**src/rtl/core/assert_macros.svh**
```systemverilog
// Assertion helpers for the core RTL.
`ifndef ASSERT_MACROS_SVH
`define ASSERT_MACROS_SVH

// Same-cycle implication, disabled while reset is asserted.
`define ASSERT_IMPL(lbl, clk_s, rst_s, ante, cons) \
	lbl: assert property (@(posedge clk_s) disable iff (!rst_s) (ante) |-> (cons)) \
		else $error("same-cycle implication violated");

// Next-cycle implication, disabled while reset is asserted.
`define ASSERT_NEXT(lbl, clk_s, rst_s, ante, cons) \
	lbl: assert property (@(posedge clk_s) disable iff (!rst_s) (ante) |=> (cons)) \
		else $error("next-cycle implication violated");

`endif

```
**src/rtl/core/mqrb_pkg.sv**
```systemverilog
package mqrb_pkg;

	localparam int QUEUE_COUNT_DEF = 4;
	localparam int QUEUE_DEPTH_DEF = 8;
	localparam int DATA_WIDTH_DEF  = 32;
	localparam int NODE_WIDTH_DEF  = 8;

	// Fixed widths of the channel fields
	localparam int SEL_WIDTH       = 2;
	localparam int SEL_COUNT       = 2 ** SEL_WIDTH;
	localparam int PORT_NODE_WIDTH = 8;
	localparam int PORT_DATA_WIDTH = 32;

	typedef enum logic {
		OP_PRODUCE = 1'b0,
		OP_CONSUME = 1'b1
	} op_t;

	typedef enum logic [1:0] {
		STAT_DONE  = 2'd0,
		STAT_FULL  = 2'd1,
		STAT_EMPTY = 2'd2
	} status_t;

	typedef struct packed {
		op_t                                opcode;
		logic [SEL_WIDTH-1:0]               queue_select;
		logic [PORT_NODE_WIDTH-1:0]         producer_node;
		logic signed [PORT_DATA_WIDTH-1:0]  payload;
	} req_item_t;

	typedef struct packed {
		status_t                            status;
		logic [PORT_NODE_WIDTH-1:0]         out_node;
		logic signed [PORT_DATA_WIDTH-1:0]  out_payload;
	} rsp_item_t;

endpackage

```
**src/rtl/core/mqrb_chan_if.sv**
```systemverilog
interface mqrb_chan_if #(
	parameter type item_t = logic
) ();

	logic  valid;
	logic  ready;
	item_t data;

	modport source (output valid, output data, input ready);
	modport sink (input valid, input data, output ready);

endinterface

```
**src/rtl/core/mqrb_entry_store.sv**
```systemverilog
module mqrb_entry_store #(
	parameter int DEPTH = mqrb_pkg::QUEUE_COUNT_DEF * mqrb_pkg::QUEUE_DEPTH_DEF,
	parameter int WIDTH = mqrb_pkg::NODE_WIDTH_DEF + mqrb_pkg::DATA_WIDTH_DEF
) (
	input  logic                     clk,
	input  logic                     we,
	input  logic [$clog2(DEPTH)-1:0] waddr,
	input  logic [WIDTH-1:0]         wdata,
	input  logic                     re,
	input  logic [$clog2(DEPTH)-1:0] raddr,
	output logic [WIDTH-1:0]         rdata
);

	logic [WIDTH-1:0] mem [DEPTH];
	logic [WIDTH-1:0] rdata_q;

	always_ff @(posedge clk) begin
		if (we) begin
			mem[waddr] <= wdata;
		end
		if (re) begin
			rdata_q <= mem[raddr];
		end
	end

	assign rdata = rdata_q;

endmodule

```
**src/rtl/core/mqrb_ctrl_store.sv**
```systemverilog
module mqrb_ctrl_store #(
	parameter int DEPTH = mqrb_pkg::QUEUE_COUNT_DEF,
	parameter int WIDTH = 10
) (
	input  logic                                     clk,
	input  logic                                     arst_n,
	input  logic                                     we,
	input  logic [((DEPTH > 1) ? $clog2(DEPTH) : 1)-1:0] waddr,
	input  logic [WIDTH-1:0]                         wdata,
	input  logic                                     re,
	input  logic [((DEPTH > 1) ? $clog2(DEPTH) : 1)-1:0] raddr,
	output logic [WIDTH-1:0]                         rdata
);

	logic [WIDTH-1:0] mem [DEPTH];
	logic [DEPTH-1:0] vld_q;
	logic [WIDTH-1:0] rd_q;
	logic             rd_vld_q;

	always_ff @(posedge clk) begin
		if (we) begin
			mem[waddr] <= wdata;
		end
		if (re) begin
			rd_q <= mem[raddr];
		end
	end

	// an entry never written reads as all zero (pointers and occupancy cleared)
	always_ff @(posedge clk or negedge arst_n) begin
		if (!arst_n) begin
			vld_q    <= '0;
			rd_vld_q <= 1'b0;
		end else begin
			if (we) begin
				vld_q[waddr] <= 1'b1;
			end
			if (re) begin
				rd_vld_q <= vld_q[raddr];
			end
		end
	end

	assign rdata = rd_vld_q ? rd_q : '0;

endmodule

```
**src/rtl/core/multi_queue_ring_buffer_unit.sv**
```systemverilog
// Multi-queue circular FIFO over one shared entry store.
// req channel: one produce or consume per transfer, addressed to a queue.
// rsp channel: exactly one result per request, in request order: status,
//   node id and data word (dequeued entry, or the echoed request on produce).
// A request is accepted only while the sequencer is idle. Its steps:
//   read the queue's pointers and occupancy, then check and write them back
//   while the entry is written or read, then load the result register. A new
//   request is not accepted until the result of the last one has been loaded
//   into the result register.
// A full produce or empty consume returns a reject status and changes nothing.
// Reset clears every queue to empty at once (valid bits on the control
//   store); no clearing pass is needed and the entry store is not cleared.
// If rsp stalls, the result waits in its register; the next request is still
//   accepted and worked on, and its result is held back until the register
//   frees up.
module multi_queue_ring_buffer_unit #(
	parameter int QUEUE_COUNT = mqrb_pkg::QUEUE_COUNT_DEF,
	parameter int QUEUE_DEPTH = mqrb_pkg::QUEUE_DEPTH_DEF,
	parameter int DATA_WIDTH  = mqrb_pkg::DATA_WIDTH_DEF,
	parameter int NODE_WIDTH  = mqrb_pkg::NODE_WIDTH_DEF
) (
	input logic         clk,
	input logic         arst_n,
	mqrb_chan_if.sink   req,
	mqrb_chan_if.source rsp
);

	`include "assert_macros.svh"

	localparam int QW    = (QUEUE_COUNT > 1) ? $clog2(QUEUE_COUNT) : 1;
	localparam int PW    = $clog2(QUEUE_DEPTH);
	localparam int OW    = $clog2(QUEUE_DEPTH + 1);
	localparam int SLOTS = QUEUE_COUNT * QUEUE_DEPTH;
	localparam int AW    = $clog2(SLOTS);
	localparam int CW    = 2 * PW + OW;
	localparam int EW    = NODE_WIDTH + DATA_WIDTH;
	localparam int PNW   = mqrb_pkg::PORT_NODE_WIDTH;
	localparam int PDW   = mqrb_pkg::PORT_DATA_WIDTH;

	typedef enum logic [2:0] {
		S_IDLE = 3'b001,
		S_CTRL = 3'b010,
		S_DONE = 3'b100
	} state_t;

	state_t state_q;

	mqrb_pkg::op_t      op_q;
	logic [QW-1:0]      q_q;
	logic [PNW-1:0]     node_q;
	logic [PDW-1:0]     data_q;

	mqrb_pkg::status_t  status_q;
	logic               from_mem_q;
	logic [PNW-1:0]     res_node_q;
	logic [PDW-1:0]     res_data_q;

	logic                rsp_valid_q;
	mqrb_pkg::rsp_item_t rsp_data_q;

	logic [QW-1:0] q_sel;
	logic          req_xfer;

	logic [CW-1:0] ctrl_rdata;
	logic [CW-1:0] ctrl_wdata;
	logic          ctrl_we;
	logic [PW-1:0] c_wp, c_rp, n_wp, n_rp;
	logic [OW-1:0] c_occ, n_occ;
	logic          full, empty, do_push, do_pop;

	logic [AW-1:0] slot_base, wslot, rslot;
	logic          ent_we, ent_re;
	logic [EW-1:0] ent_wdata, ent_rdata;

	logic          rsp_load;

	// queue select reduced modulo the queue count
	always_comb begin
		q_sel = '0;
		for (int i = 0; i < mqrb_pkg::SEL_COUNT; i++) begin
			if (req.data.queue_select == mqrb_pkg::SEL_WIDTH'(i)) begin
				q_sel = QW'(i % QUEUE_COUNT);
			end
		end
	end

	assign req.ready = (state_q == S_IDLE);
	assign req_xfer  = req.valid && req.ready;

	mqrb_ctrl_store #(
		.DEPTH (QUEUE_COUNT),
		.WIDTH (CW)
	) u_ctrl (
		.clk    (clk),
		.arst_n (arst_n),
		.we     (ctrl_we),
		.waddr  (q_q),
		.wdata  (ctrl_wdata),
		.re     (req_xfer),
		.raddr  (q_sel),
		.rdata  (ctrl_rdata)
	);

	assign {c_wp, c_rp, c_occ} = ctrl_rdata;

	assign full    = (c_occ >= OW'(QUEUE_DEPTH));
	assign empty   = (c_occ == '0);
	assign do_push = (state_q == S_CTRL) && (op_q == mqrb_pkg::OP_PRODUCE) && !full;
	assign do_pop  = (state_q == S_CTRL) && (op_q == mqrb_pkg::OP_CONSUME) && !empty;

	assign n_wp  = (c_wp == PW'(QUEUE_DEPTH - 1)) ? '0 : c_wp + 1'b1;
	assign n_rp  = (c_rp == PW'(QUEUE_DEPTH - 1)) ? '0 : c_rp + 1'b1;
	assign n_occ = do_push ? c_occ + 1'b1 : c_occ - 1'b1;

	// control write-back in the check cycle, before the next request's read
	assign ctrl_we    = do_push || do_pop;
	assign ctrl_wdata = {(do_push ? n_wp : c_wp), (do_pop ? n_rp : c_rp), n_occ};

	assign slot_base = AW'(q_q) * AW'(QUEUE_DEPTH);
	assign wslot     = slot_base + AW'(c_wp);
	assign rslot     = slot_base + AW'(c_rp);

	assign ent_we    = do_push;
	assign ent_re    = do_pop;
	assign ent_wdata = {NODE_WIDTH'(node_q), DATA_WIDTH'(data_q)};

	mqrb_entry_store #(
		.DEPTH (SLOTS),
		.WIDTH (EW)
	) u_entry (
		.clk   (clk),
		.we    (ent_we),
		.waddr (wslot),
		.wdata (ent_wdata),
		.re    (ent_re),
		.raddr (rslot),
		.rdata (ent_rdata)
	);

	assign rsp_load = (state_q == S_DONE) && (!rsp_valid_q || rsp.ready);

	always_ff @(posedge clk or negedge arst_n) begin
		if (!arst_n) begin
			state_q     <= S_IDLE;
			rsp_valid_q <= 1'b0;
		end else begin
			unique case (state_q)
				S_IDLE: begin
					if (req_xfer) begin
						state_q <= S_CTRL;
					end
				end
				S_CTRL: begin
					state_q <= S_DONE;
				end
				S_DONE: begin
					if (rsp_load) begin
						state_q <= S_IDLE;
					end
				end
				default: begin
					state_q <= S_IDLE;
				end
			endcase
			if (rsp_load) begin
				rsp_valid_q <= 1'b1;
			end else if (rsp.ready) begin
				rsp_valid_q <= 1'b0;
			end
		end
	end

	always_ff @(posedge clk) begin
		if (req_xfer) begin
			op_q   <= req.data.opcode;
			q_q    <= q_sel;
			node_q <= req.data.producer_node;
			data_q <= $unsigned(req.data.payload);
		end
		if (state_q == S_CTRL) begin
			from_mem_q <= do_pop;
			if (op_q == mqrb_pkg::OP_PRODUCE) begin
				status_q   <= full ? mqrb_pkg::STAT_FULL : mqrb_pkg::STAT_DONE;
				res_node_q <= node_q;
				res_data_q <= data_q;
			end else begin
				status_q   <= empty ? mqrb_pkg::STAT_EMPTY : mqrb_pkg::STAT_DONE;
				res_node_q <= '0;
				res_data_q <= '0;
			end
		end
		if (rsp_load) begin
			rsp_data_q.status <= status_q;
			if (from_mem_q) begin
				rsp_data_q.out_node    <= PNW'(ent_rdata[EW-1:DATA_WIDTH]);
				rsp_data_q.out_payload <= $signed(PDW'(ent_rdata[DATA_WIDTH-1:0]));
			end else begin
				rsp_data_q.out_node    <= res_node_q;
				rsp_data_q.out_payload <= $signed(res_data_q);
			end
		end
	end

	assign rsp.valid = rsp_valid_q;
	assign rsp.data  = rsp_data_q;

	`ASSERT_NEXT(a_xfer_to_ctrl, clk, arst_n, req_xfer, state_q == S_CTRL)
	`ASSERT_IMPL(a_occ_bound, clk, arst_n, state_q == S_CTRL, c_occ <= OW'(QUEUE_DEPTH))
	`ASSERT_IMPL(a_wb_in_ctrl, clk, arst_n, ctrl_we || ent_we || ent_re, state_q == S_CTRL)
	`ASSERT_NEXT(a_stall_holds, clk, arst_n, (state_q == S_DONE) && rsp_valid_q && !rsp.ready,
		state_q == S_DONE)

endmodule

```
**src/flat_wrapper.sv**
```systemverilog
// flat-port wrapper written by rule: the top's interface ports become plain ports
module multi_queue_ring_buffer_unit_flat 
#(
	parameter int QUEUE_COUNT = mqrb_pkg::QUEUE_COUNT_DEF,
	parameter int QUEUE_DEPTH = mqrb_pkg::QUEUE_DEPTH_DEF,
	parameter int DATA_WIDTH  = mqrb_pkg::DATA_WIDTH_DEF,
	parameter int NODE_WIDTH  = mqrb_pkg::NODE_WIDTH_DEF
)
  (clk, arst_n, req_valid, req_data, req_ready, rsp_valid, rsp_data, rsp_ready);
  mqrb_chan_if #(.item_t(mqrb_pkg::req_item_t)) req_i ();
  mqrb_chan_if #(.item_t(mqrb_pkg::rsp_item_t)) rsp_i ();
  input logic clk;
  input logic arst_n;
  input wire logic [$bits(req_i.valid)-1:0] req_valid;
  input wire logic [$bits(req_i.data)-1:0] req_data;
  output wire logic [$bits(req_i.ready)-1:0] req_ready;
  output wire logic [$bits(rsp_i.valid)-1:0] rsp_valid;
  output wire logic [$bits(rsp_i.data)-1:0] rsp_data;
  input wire logic [$bits(rsp_i.ready)-1:0] rsp_ready;
  assign req_i.valid = req_valid;
  assign req_i.data = req_data;
  assign req_ready = req_i.ready;
  assign rsp_valid = rsp_i.valid;
  assign rsp_data = rsp_i.data;
  assign rsp_i.ready = rsp_ready;
  multi_queue_ring_buffer_unit #(.QUEUE_COUNT(QUEUE_COUNT), .QUEUE_DEPTH(QUEUE_DEPTH), .DATA_WIDTH(DATA_WIDTH), .NODE_WIDTH(NODE_WIDTH)) u_core (.clk(clk), .arst_n(arst_n), .req(req_i), .rsp(rsp_i));
endmodule
```
**config.mk**
```make
export PLATFORM = sky130hd
export DESIGN_NAME = multi_queue_ring_buffer_unit_flat
export DESIGN_NICKNAME = d
export VERILOG_FILES = /design/src/rtl/core/mqrb_pkg.sv /design/src/rtl/core/mqrb_chan_if.sv /design/src/rtl/core/mqrb_entry_store.sv /design/src/rtl/core/mqrb_ctrl_store.sv /design/src/rtl/core/multi_queue_ring_buffer_unit.sv /design/src/flat_wrapper.sv
export VERILOG_INCLUDE_DIRS = /design/src /design/src/rtl/core
export SDC_FILE = /design/constraint.sdc
export NUM_CORES = 2
export LEC_CHECK = 0
export BUFFER_PORTS_ARGS = -buffer_cell sky130_fd_sc_hd__buf_4
export CAP_MARGIN = 20
export CORE_ASPECT_RATIO = 0.8
export CORE_MARGIN = 3
export CORE_UTILIZATION = 65
export CTS_CLUSTER_DIAMETER = 120
export DETAILED_ROUTE_END_ITERATION = 8
export PLACE_DENSITY = 0.82
export SYNTH_ARGS = -nofsm -noshare
export SYNTH_HDL_FRONTEND = slang
export SYNTH_SLANG_ARGS = --single-unit
```
**constraint.sdc**
```tcl
create_clock -name clk -period 18.3 [get_ports clk]
set_input_delay 4.575 -clock clk [delete_from_list [all_inputs] [get_ports clk]]
set_output_delay 4.575 -clock clk [all_outputs]
set_load 0.01 [all_outputs]
```
== Word level (Yosys, flattened, before mapping) ==
Memories as Yosys holds them, arrays and structs flattened. A register that Yosys moved wholly into a read port is not among the register bits.
Cells that the tools add are included.

* Equal/unequal tests: 10
* Reduce and logical (&&, ||, !) cells: 15
* Bitwise logic cells: 2
* Add/sub/neg operators: 6
* Multiplexer cells: 26
* $lt $le $gt $ge: 4

{| class="wikitable"
|+ Operators by type and width
! kind !! number
|-
| 40-bit two-way mux || 1
|-
| 3-bit two-way mux || 6
|-
| 5-bit by 3-bit adder with 5-bit output || 2
|-
| 1-bit two-way mux || 10
|-
| 10-bit two-way mux || 1
|-
| 3-bit equality test (second input constant) || 3
|-
| 3-bit one-hot mux with 3 select lines || 1
|-
| 2-bit two-way mux || 4
|-
| 1-bit logical AND || 7
|-
| 3-bit by 1-bit adder with 3-bit output (second input constant) || 2
|-
| 2-bit by 3-bit less-than comparator with 1-bit output (second input constant) || 2
|-
| 4-bit by 1-bit adder with 4-bit output (second input constant) || 1
|-
| 2-bit equality test (second input constant) || 2
|-
| 4-bit greater-or-equal comparator (second input constant) || 1
|-
| 4-bit zero test || 1
|-
| 4-bit two-way mux || 1
|-
| 4-bit OR || 1
|-
| 4-bit by 1-bit subtractor with 4-bit output (second input constant) || 1
|-
| 3-bit by 1-bit equality test with 1-bit output (second input constant) || 1
|-
| 3-bit by 2-bit equality test with 1-bit output (second input constant) || 1
|-
| 1-bit zero test || 3
|-
| 1-bit binary-select mux with 2-bit select || 1
|-
| 1-bit demux with 2-bit select || 1
|-
| 2-bit by 1-bit equality test with 1-bit output (second input constant) || 1
|-
| 7 further kinds || 8
|}

* Output and inout bits: 44
* Memories kept: 2
* Flip-flop bits (word level): 137
* RAM bits: 1,320

{| class="wikitable"
|+ Memory list
! memory !! depth !! bits a word !! rd ports !! clocked after memory_dff !! write ports !! line !! RTL
|-
| u_core.u_entry.mem || 32 || 40 || 1 || 1 || 1 || mqrb_entry_store.sv:14 || <nowiki>logic [WIDTH-1:0] mem [DEPTH];</nowiki>
|-
| u_core.u_ctrl.mem || 4 || 10 || 1 || 1 || 1 || mqrb_ctrl_store.sv:15 || <nowiki>logic [WIDTH-1:0] mem [DEPTH];</nowiki>
|}

== Longest topological paths before layout ==
* Word-level depth: 7
* Gate-level depth with buffers: 10
* Mapped depth without buffers: 8

== Hierarchy ==
A second synthesis with hierarchy kept.

* Cell total of the unflattened synthesis: 3,172
* Area, all modules: 58,059.4 µm²

{| class="wikitable"
|+ By module, submodules not included
! module !! cells an instance !! times used !! area an instance (µm²) !! sequential area each (µm²)
|-
| mqrb_entry_store || 2,813 || 1 || 50,965.1 || 39,638.0
|-
| multi_queue_ring_buffer_unit || 266 || 1 || 5,051.1 || 3,945.0
|-
| mqrb_ctrl_store || 93 || 1 || 2,043.2 || 1,626.6
|}

== Worst setup path after synthesis ==
OpenSTA, ideal clock, no wires.

* Path type: in2reg
* From: in req_valid
* To: reg u_core.data_q[0] (enable)
* Buffers on the path: 0
* Stages: 1
* Slack: 12.002 ns
* Library setup time: 0.418 ns
* Data arrival time: 5.880 ns
* Required time: 17.882 ns
* Cells stage by stage: and2_1

* Cells in the longest elaborated chain, start to end: 1

{| class="wikitable"
|+ RTL lines
! item !! line !! RTL
|-
| start: declaration || flat_wrapper.sv:14 || <nowiki>input wire logic [$bits(req_i.valid)-1:0] req_valid;</nowiki>
|-
| 1-bit logical AND || multi_queue_ring_buffer_unit.sv:88 || <nowiki>assign req_xfer = req.valid && req.ready;</nowiki>
|-
| end signal: assignment || multi_queue_ring_buffer_unit.sv:178 || <nowiki>data_q <= $unsigned(req.data.payload);</nowiki>
|-
| end: declaration || multi_queue_ring_buffer_unit.sv:51 || <nowiki>logic [PDW-1:0] data_q;</nowiki>
|}

No other way between the ends.
A chain may end at the register's enable or synchronous reset.

== Worst setup path in the final report ==
* From: reg u_core.state_q[0]
* To: out req_ready

* Cells in the longest elaborated chain, start to end: 1

{| class="wikitable"
|+ RTL lines
! item !! line !! RTL
|-
| start: declaration || multi_queue_ring_buffer_unit.sv:46 || <nowiki>state_t state_q;</nowiki>
|-
| start signal: assignment || multi_queue_ring_buffer_unit.sv:144 || <nowiki>state_q <= S_IDLE;</nowiki>
|-
| start signal: assignment || multi_queue_ring_buffer_unit.sv:150 || <nowiki>state_q <= S_CTRL;</nowiki>
|-
| start signal: assignment || multi_queue_ring_buffer_unit.sv:154 || <nowiki>state_q <= S_DONE;</nowiki>
|-
| 3-bit by 1-bit equality test with 1-bit output || multi_queue_ring_buffer_unit.sv:87 || <nowiki>assign req.ready = (state_q == S_IDLE);</nowiki>
|-
| end: declaration || flat_wrapper.sv:16 || <nowiki>output wire logic [$bits(req_i.ready)-1:0] req_ready;</nowiki>
|}

No other way between the ends.

==> results.json <==
{
  "status": "finished clean",
  "critPathCapture": "req_ready",
  "synth-seq-cells": 1507,
  "maxCapViolCount": 0,
  "final_nets": 3348,
  "ys_seq_area_share_pct": 78.5,
  "grt_max_degree": 101,
  "hold_buffers": 0,
  "cp_max_fo": 4,
  "drive_gt1_share_pct": 14.1,
  "clk_pin_slew_ns": 0.06,
  "syn-cell-area_mm2": 0.0576,
  "synth_edf_count": 1498,
  "tightest_slew_ns": 1.23,
  "fill_cells": 4767,
  "rsz0062_at_grt": "no",
  "p_leak_nw": 22.0,
  "dieArea_mm2": 0.0923,
  "io-pin-count": 91,
  "crit_chain": "nor3b_1 > buf_4",
  "cp.arrival_ns": 1.83,
  "irDropWorstVdd_uv": 164,
  "start_util_pct": 65.7,
  "critPathCaptureType": "primary output",
  "post_cts_resized": 0,
  "grt_pass1_wl_um": 212000,
  "grt_pass1_vias": 32500,
  "gp_congestion": 0.828,
  "critPathSlowestCell": "dfstp_2",
  "syn_area_per_cell_um2": 18.1,
  "drv_slew": 0,
  "via_per_inst": 7.08,
  "insertion_delay_ns": 0.74,
  "grt_antenna_before_repair": 3,
  "slew_headroom_pct": 17.9,
  "clockBufferDepth": 3,
  "ys_warn_count": 0,
  "netlist_instances": 3175,
  "finalSetupViolCount": 0,
  "ctsRootBufferMaster": "clkbuf_16",
  "max_stage_delay_ns": 0.57,
  "rows": 97,
  "drt-total-wl_um": 148000,
  "finalCritPeriodShare_pct": 35.0,
  "drt_iter0_markers": 5391,
  "dp_cells": 4328,
  "hp-class": "flop to flop",
  "syn_nets": 3229,
  "die_h_um": 272,
  "multiInputGateArea_mm2": 0.0118,
  "dp_hpwl_um": 73600,
  "firstDrtPassIters": 6,
  "grt_overflow": 0,
  "wl_per_cell_um": 32.3,
  "syn_to_final_growth_pct": 11.6,
  "gr-usage-all-layers_pct": 31.7,
  "ys_async_sr_fraction_pct": 0.597,
  "layout.cells.non_filler": 4590,
  "ant_nets": 0,
  "synth_cell_types": 43,
  "fmax_mhz": 156,
  "tritoncts": "yes",
  "startpoint_type": "flop",
  "setup.worst_path.class": "flop to primary output",
  "period_minus_slack_ns": 6.40,
  "r2r-end": "u_core.u_entry.rdata[1]",
  "r2r_start": "u_core.u_ctrl.rd_vld_q",
  "cp.required_ns": 13.73,
  "port_buffers": 90,
  "regArea_mm2": 0.0452,
  "cts_sinks": 1507,
  "drc_errors": 0,
  "synth_ff_type": "edfxtp_1",
  "fp.dieW_um": 339,
  "fin_worst_skew_ns": 0.0333,
  "setup-tns-final_ns": 0,
  "cts_max_level": 4,
  "r2r_cells": 8,
  "cts_made_buffers": 137,
  "hold_viol": 0,
  "powerDensity_mw_per_mm2": 129,
  "post-cts-setup-buffer-count": 0,
  "r2r_slack_ns": 13.46,
  "core_area_mm2": 0.0877,
  "vias": 32500,
  "cp-startpoint": "u_core.state_q[0]"
}
## cell usage after synthesis (2+ instances only)
| cell type | n | share of area, % |
|---|---|---|
| nor2b_1 | 43 | 0.47 |
| or2_1 | 4 | 0.043 |
| o21ai_0 | 3 | 0.026 |
| o21ai_1 | 2 | 0.017 |
| o221ai_1 | 200 | 3.0 |
| and2_1 | 7 | 0.076 |
| nor2_1 | 33 | 0.21 |
| nand2_2 | 2 | 0.022 |
| a22oi_1 | 160 | 2.1 |
| mux4_2 | 11 | 0.43 |
| ha_1 | 7 | 0.15 |
| a31oi_1 | 2 | 0.022 |
| xnor2_1 | 5 | 0.076 |
| a21oi_1 | 121 | 1.1 |
| buf_2 | 86 | 0.75 |
| clkbuf_1 | 90 | 0.59 |
| and3_1 | 2 | 0.022 |
| buf_4 | 8 | 0.10 |
| mux2i_1 | 521 | 9.1 |
| nor3_1 | 12 | 0.10 |
| dfrtp_1 | 8 | 0.35 |
| nand2b_1 | 5 | 0.054 |
| mux2_2 | 40 | 0.78 |
| buf_1 | 16 | 0.10 |
| inv_1 | 6 | 0.039 |
| nand3_1 | 121 | 1.1 |
| edfxtp_1 | 1498 | 78 |
| nand2_1 | 147 | 0.96 |
## flip-flops by register name (all words and copies together) (netlist names), 3 cells and up
signal	count
u_core.res_node_q	8
u_core.u_ctrl.mem	40
u_core.state_q	3
u_core.data_q	32
u_core.u_ctrl.rd_q	10
u_core.u_ctrl.vld_q	4
u_core.node_q	8
u_core.res_data_q	32
u_core.rsp.data	42
u_core.u_entry.mem	1280
u_core.u_entry.rdata	40
## metrics by stage
| stage | power (mW) | hold WS [ns] | worst slack [ns] | area, um2 | util [%] |
|---|---|---|---|---|---|
| after floorplan | 5.05 | 0.400 | 12.00 | 57600 | - |
| after global placement | 5.49 | 0.440 | 11.95 | 59800 | 68.1 |
| after detailed placement | 5.56 | 0.405 | 11.89 | 59800 | 68.1 |
| after CTS | 8.24 | 0.453 | 11.85 | 64000 | 72.9 |
| after global routing | 8.51 | 0.462 | 11.76 | 64300 | 73.3 |
| final | 8.29 | 0.453 | 11.90 | 64300 | 73.3 |
## worst max-delay path: cells and delay by family (launching register included)
family | cells | cell delay, ns
simple gates | 1 | 0.34
buf+inv | 1 | 0.19
flops | 1 | 0.57
## kinds of logic (layout without fill, tap and decap cells)
kind of cell             after synthesis  count (layout)  share of synthesized area, %
multiplexers                         572             572                          10.3
AO/OA/AOI/OAI                        493             493                          6.31
other                                  0               2                             0
buffers and inverters                208             433                          1.61
XOR/XNOR                               6               6                        0.0912
adder cells (fa/ha/maj)                7               7                         0.152
AND/OR/NAND/NOR                      382             382                          3.11
flip-flops                          1507            1507                          78.5
## power breakdown
part,switching [mW],internal (mW),total [mW]
sequential,0.165,4.06,4.23
clock,1.22,1.51,2.73
combinational,0.903,0.440,1.34
## how the worst min path moves through the flow
stage                       start                  end  slack [ns]  cells past startpoint
2_1_floorplan  u_core.status_q[0]  u_core.rsp.data[40]        0.40                      0
3_3_place_gp   u_core.status_q[0]  u_core.rsp.data[40]        0.44                      0
5_1_grt        u_core.status_q[0]  u_core.rsp.data[40]        0.46                      0
6_report       u_core.status_q[0]  u_core.rsp.data[40]        0.45                      0
3_5_place_dp   u_core.status_q[0]  u_core.rsp.data[40]        0.40                      0
4_1_cts        u_core.status_q[0]  u_core.rsp.data[40]        0.45                      0
## layer usage
layer | vias up | routed length, um | global-route usage [%]
met3 | 428 | 20700 | 9.37
met1 | 16300 | 52500 | 43.3
li1 | 13100 | - | -
met4 | 2 | 5470 | 12.5
met5 | - | 7 | 0
met2 | 2729 | 69500 | 49.0
## cells in the final DEF (no fill, tap or decap), types with 3 or more instances in the layout
master      count
mux2i_1       521
or2_1           4
clkinvlp_4      4
buf_4         168
nor3_2         12
inv_6           8
nor2b_4         3
mux2_2         40
edfxtp_1     1498
clkinv_1       32
buf_16          9
mux4_2         11
nand2_2         8
clkbuf_1       29
nand3_1       121
o21ai_0         3
bufinv_16       6
clkbuf_16     142
nor2_1         10
nor2b_1        40
a21oi_1       121
dfrtp_1         7
nand2_1       140
clkinv_2       18
inv_1           5
a22oi_1       160
and2_1          5
xnor2_1         5
ha_1            7
nand2b_1        4
o221ai_1      200
and2_4          3
inv_8           3
nor2_4         23
## cell type report
cell class                 instances  share of cell area [%]
clock inverter                    74                   0.868
tap                             1188                    2.31
clock buffer                     171                    5.69
timing repair buffer             181                    2.43
sequential                      1507                    70.3
multi-input combinational       1460                    18.4
antenna                            2                 0.00778
inverter                           7                  0.0409
Note: power is estimated with default switching activity, not from simulation.
